--- src/rtl/core/npcs_pkg.sv ---
// Package with shared types and constants of the nearest palette color search.
`default_nettype none
package npcs_pkg;

   localparam int CHAN_W     = 8;
   localparam int FIELD_IDX_W = 8;
   localparam int RSP_DIST_W = 10;
   localparam int DIST_W     = 14;
   localparam int STORE_DEPTH = 256;

   localparam logic [DIST_W-1:0] DIST_START = 14'd10000;

   localparam logic OP_WRITE  = 1'b0;
   localparam logic OP_LOOKUP = 1'b1;

   typedef struct packed {
      logic wr_en;
      logic start;
      logic rd_en;
      logic load_out;
   } cmd_type;

   typedef struct packed {
      logic last_addr;
      logic out_full;
   } status_type;

endpackage
`default_nettype wire

--- src/rtl/core/npcs_ctrl.sv ---
// Controller state machine that sequences writes, palette scans and result hand-off.
`default_nettype none
module npcs_ctrl
   import npcs_pkg::*;
(
   input  wire logic       clock,
   input  wire logic       reset,
   input  wire logic       req_tvalid,
   input  wire logic       req_op,
   output logic            req_tready,
   input  wire status_type status,
   output cmd_type         cmd
);

   typedef enum logic [1:0] {
      IDLE,
      SCAN,
      LAST,
      HOLD
   } state_type;

   state_type state_ff, state_in;
   logic      ready_ff, ready_in;
   logic      accept;

   assign accept     = req_tvalid && ready_ff;
   assign req_tready = ready_ff;

   always_comb begin
      cmd.wr_en    = accept && (req_op == OP_WRITE);
      cmd.start    = accept && (req_op == OP_LOOKUP);
      cmd.rd_en    = (state_ff == SCAN);
      cmd.load_out = (state_ff == HOLD) && !status.out_full;
   end

   always_comb begin
      state_in = state_ff;
      ready_in = ready_ff;
      case (state_ff)
         IDLE: begin
            if (cmd.start) begin
               state_in = SCAN;
               ready_in = 1'b0;
            end
         end
         SCAN: begin
            if (status.last_addr) begin
               state_in = LAST;
            end
         end
         LAST: begin
            state_in = HOLD;
         end
         HOLD: begin
            if (!status.out_full) begin
               state_in = IDLE;
               ready_in = 1'b1;
            end
         end
         default: begin
            state_in = IDLE;
            ready_in = 1'b1;
         end
      endcase
   end

   always_ff @(posedge clock) begin
      if (reset) begin
         state_ff <= IDLE;
         ready_ff <= 1'b1;
      end else begin
         state_ff <= state_in;
         ready_ff <= ready_in;
      end
   end

endmodule
`default_nettype wire

--- config.mk ---
export PLATFORM = sky130hd
export DESIGN_NAME = npcs_ctrl
export DESIGN_NICKNAME = d
export VERILOG_FILES = /design/src/rtl/core/npcs_pkg.sv /design/src/rtl/core/npcs_ctrl.sv
export SDC_FILE = /design/constraint.sdc
export NUM_CORES = 1
export LEC_CHECK = 0
export ABC_AREA = 0
export BUFFER_PORTS_ARGS = -buffer_cell sky130_fd_sc_hd__clkbuf_2
export CAP_MARGIN = 10
export CELL_PAD_IN_SITES_DETAIL_PLACEMENT = 1
export CELL_PAD_IN_SITES_GLOBAL_PLACEMENT = 2
export CORE_AREA = 2 2 39 41
export CTS_BUF_LIST = sky130_fd_sc_hd__clkbuf_16
export DETAILED_ROUTE_END_ITERATION = 16
export DIE_AREA = 0 0 41 43
export GPL_TIMING_DRIVEN = 1
export PLACE_DENSITY = 0.66
export SLEW_MARGIN = 25
export SYNTH_ARGS = -nofsm -noshare
export SYNTH_HDL_FRONTEND = slang
export SYNTH_SLANG_ARGS = --single-unit
--- constraint.sdc ---
create_clock -name clock -period 2 [get_ports clock]
set_input_delay 0.1 -clock clock [delete_from_list [all_inputs] [get_ports clock]]
set_output_delay 0.1 -clock clock [all_outputs]
set_load 0.03 [all_outputs]
==> summary.md <==
| Metric | Value |
|---|---|
| Final Hold Viols | 0 |
| Yosys warnings | 0 |
| First-pass GRT wire length | 966 um |
| Post-synthesis compound-gate area fraction | 0.177 |
| Crit-path cells | inv_1 -> ha_1 -> or2_2 -> a2111oi_0 -> a211oi_1 |
| Lkg Pwr | 0.207 nW |
| Status | finished, final reports clean |
| Initial antenna violation count | 0 |
| Unrepaired setup endpoints after global routing | false |
| Final WS setup | 0.507 ns |
| Setup Fix Bufs, Post-CTS | 0 |
| Delay of the slowest critical-path stage | 0.36 ns |
| Total grt overflow | 0 |
| Clk buf depth | 2 |
| Share of cells above drive strength 1 | 0.349 |
| Gr busiest metal | met2 |
| Post-CTS Resized | 0 |
| Clock insertion delay at the later pin of the skew report | 0.23 ns |
| Clock skew | 0.00261 ns |
| Drt total wl | 561 um |
| Internal Power | 441 uW |
| IO Pins | 11 |
| Total CTS buffers | 3 |
| Area after DPL | 318 sq um |
| M2 GR Usage | 0.131 |
| Largest net degree at the start of global routing | 6 |
| Relative slew slack | 0.729 |
| Core Rows | 14 |
| Critical path buffer and inverter count | 1 |
| Startpoint Class | flip-flop |
| GP Congestion | 0.656 |
| Synth Area in XOR/XNOR | 0 |
| Tcrit/Tclk final | 0.746 |
| Die height | 43 um |
| Setup TNS | 0 ns |
| Min cycle time layout | 1.49 ns |
| Clk slew on worst S/H paths | 0.03 ns |
| Final setup vio count | 0 |
| Syn nets | 40 |
| Largest family of logic cells by synthesized area | adder cells |
| Max-slew violation count | 0 |
| CTS tree | built |
| HP Class | primary input to flip-flop |
| # DRC | 0 |
| Vias per inst | 4.15 |
| Synth Register Bits | 3 |
| Synth-to-layout area growth | 60.1% |
| Final nets | 55 |
| Die Footprint | 0.00176 sq mm |
| Gate power share | 0.358 |
| FMAX | 670 MHz |
| IO buf count | 10 |
| Clock sinks | 3 |
| Psw | 223 uW |
| Worst path top cell family by delay | compound AO/OA/AOI/OAI gates |
| Routed via count | 245 |
| Cells after DPL | 55 |
| Post-route ant nets | 0 |
| Setup CP Type | flip-flop to flip-flop |
| DRT iter0 DRCs | 0 |
| Switching portion of total power | 0.336 |
| Ranking of synthesized cells by area | ha_1 (25%), dfxtp_1 (24%), inv_1 (7.6%), nand2b_1 (5.1%), mux2i_1 (4.0%) |
| Least-Margin Pin Slew | 0.396 ns |
| Syn Inst Count | 29 |
| Router iterations before antenna repair | 1 |
| Final Total Pwr | 664 uW |
| Synth Area in Simple Gates | 0.212 |
| Mux share of post-synthesis cell area | 0.0404 |
| Avg Inst Size Synth | 8.54 sq um |
| Worst Path Required | 2.09 ns |
| Pre-CTS WS | 0.483 ns |
| Met3 usage | 0.0471 |
| Mapped Area | 248 sq um |
| Design area | 397 sq um |
| Yosys top cell by area | ha_1 |
| Register share of total power | 0.165 |
| Core Box Area | 0.00138 sq mm |
| Finished Layout Cells | 59 |
| CP Max Fanout | 4 |
| Register area share after synthesis | 0.242 |
| Starting density of the core | 0.179 |
| Top-area cell type share of the netlist area | 0.253 |
| PwrDens | 1670 mW/mm^2 |
| Clock share of power | 0.476 |
| Chip width | 41 um |
| Number of global-route vias before repair | 251 |
| Synth Area in Adders | 0.253 |
| Clk Tree Root Cell | clkbuf_16 |
| Unique masters post-synth | 17 |
| Gr usage total | 0.0883 |
| Final HPWL DP | 450 um |
| ANT cells | 0 |
| VDD IR max | 0.871 mV |
| Hold slack | 0.0809 ns |
| Worst path arrival time | 1.58 ns |
| Hold-fix buffers at CTS | 0 |
| H-tree levels | 1 |
| Routed WL per cell | 9.51 um |
| Met1 usage | 0.0801 |
| Crit-path slowest cell | dfxtp_1 |
| Final design utilization | 0.287 |
| Crit. End Element | flip-flop |
| Max Cap Viol | 0 |
==> state kept, by name (all words and copies together), names as in the netlist <==
name / count
req_tready: 1
state_ff: 2
==> kinds of logic (layout without fill, tap and decap cells) <==
family | count (synthesis) | in the layout
adders and majority gates | 5 | 5
muxes | 1 | 1
DFF | 3 | 3
buffers and inverters | 5 | 19
AOI/OAI and AO/OA | 6 | 6
and+or+nand+nor | 9 | 9
==> final timing paths <==
check / cells after the start / endpoint / slack (ns) / start
worst min register to register: 2 / state_ff[1] / 0.52 / state_ff[1]
worst min-delay path: 2 / state_ff[0] / 0.08 / reset
worst max-delay path: 5 / state_ff[0] / 0.51 / state_ff[0]
worst max register to register: 5 / state_ff[0] / 0.51 / state_ff[0]
==> placed cells by master, fill, tap and decap left out, types with 2 or more instances in the layout <==
| cell type | n |
|---|---|
| nor2_1 | 2 |
| ha_1 | 5 |
| nand2b_1 | 2 |
| clkbuf_2 | 10 |
| inv_1 | 6 |
| clkbuf_16 | 3 |
| dfxtp_1 | 3 |
==> synthesized netlist by cell type (all sizes together) <==
cell and number:
a2111oi 1, dfxtp 3, o311ai 1, nand3 1, a211oi 1, a211o 1
or2 1, o21ai 1, nor2 2, nand2b 2, mux2i 1, and2 1
nor2b 1, a21oi 1, nand2 1, inv 5, ha 5
==> power by group through the flow <==
| stage | logic, mW | registers, mW | clock network [mW] |
|---|---|---|---|
| finish | 0.238 | 0.110 | 0.316 |
| detailed placement | 0.244 | 0.111 | 0 |
| floorplan | 0.183 | 0.113 | 0 |
| global placement | 0.240 | 0.111 | 0 |
| global route | 0.275 | 0.115 | 0.327 |
| CTS | 0.244 | 0.111 | 0.323 |
==> area by class of cell <==
class / count / area, sq um
fillers: 173 / 987
repair buffers: 10 / 50.0
multi-input cells: 21 / 169
flip-flops and latches: 3 / 60.1
clock buffers: 3 / 75.1
clock inverters: 1 / 3.75
well taps: 16 / 20.0
inverters: 5 / 18.8
==> metal layers <==
layer	up-vias	wire, um	share of wire
met1	110	236	0.42
met5	-	0	0
met3	2	41	0.073
met4	0	21	0.037
met2	8	262	0.47
li1	125	-	-
Power figures use the tool's default switching activity.
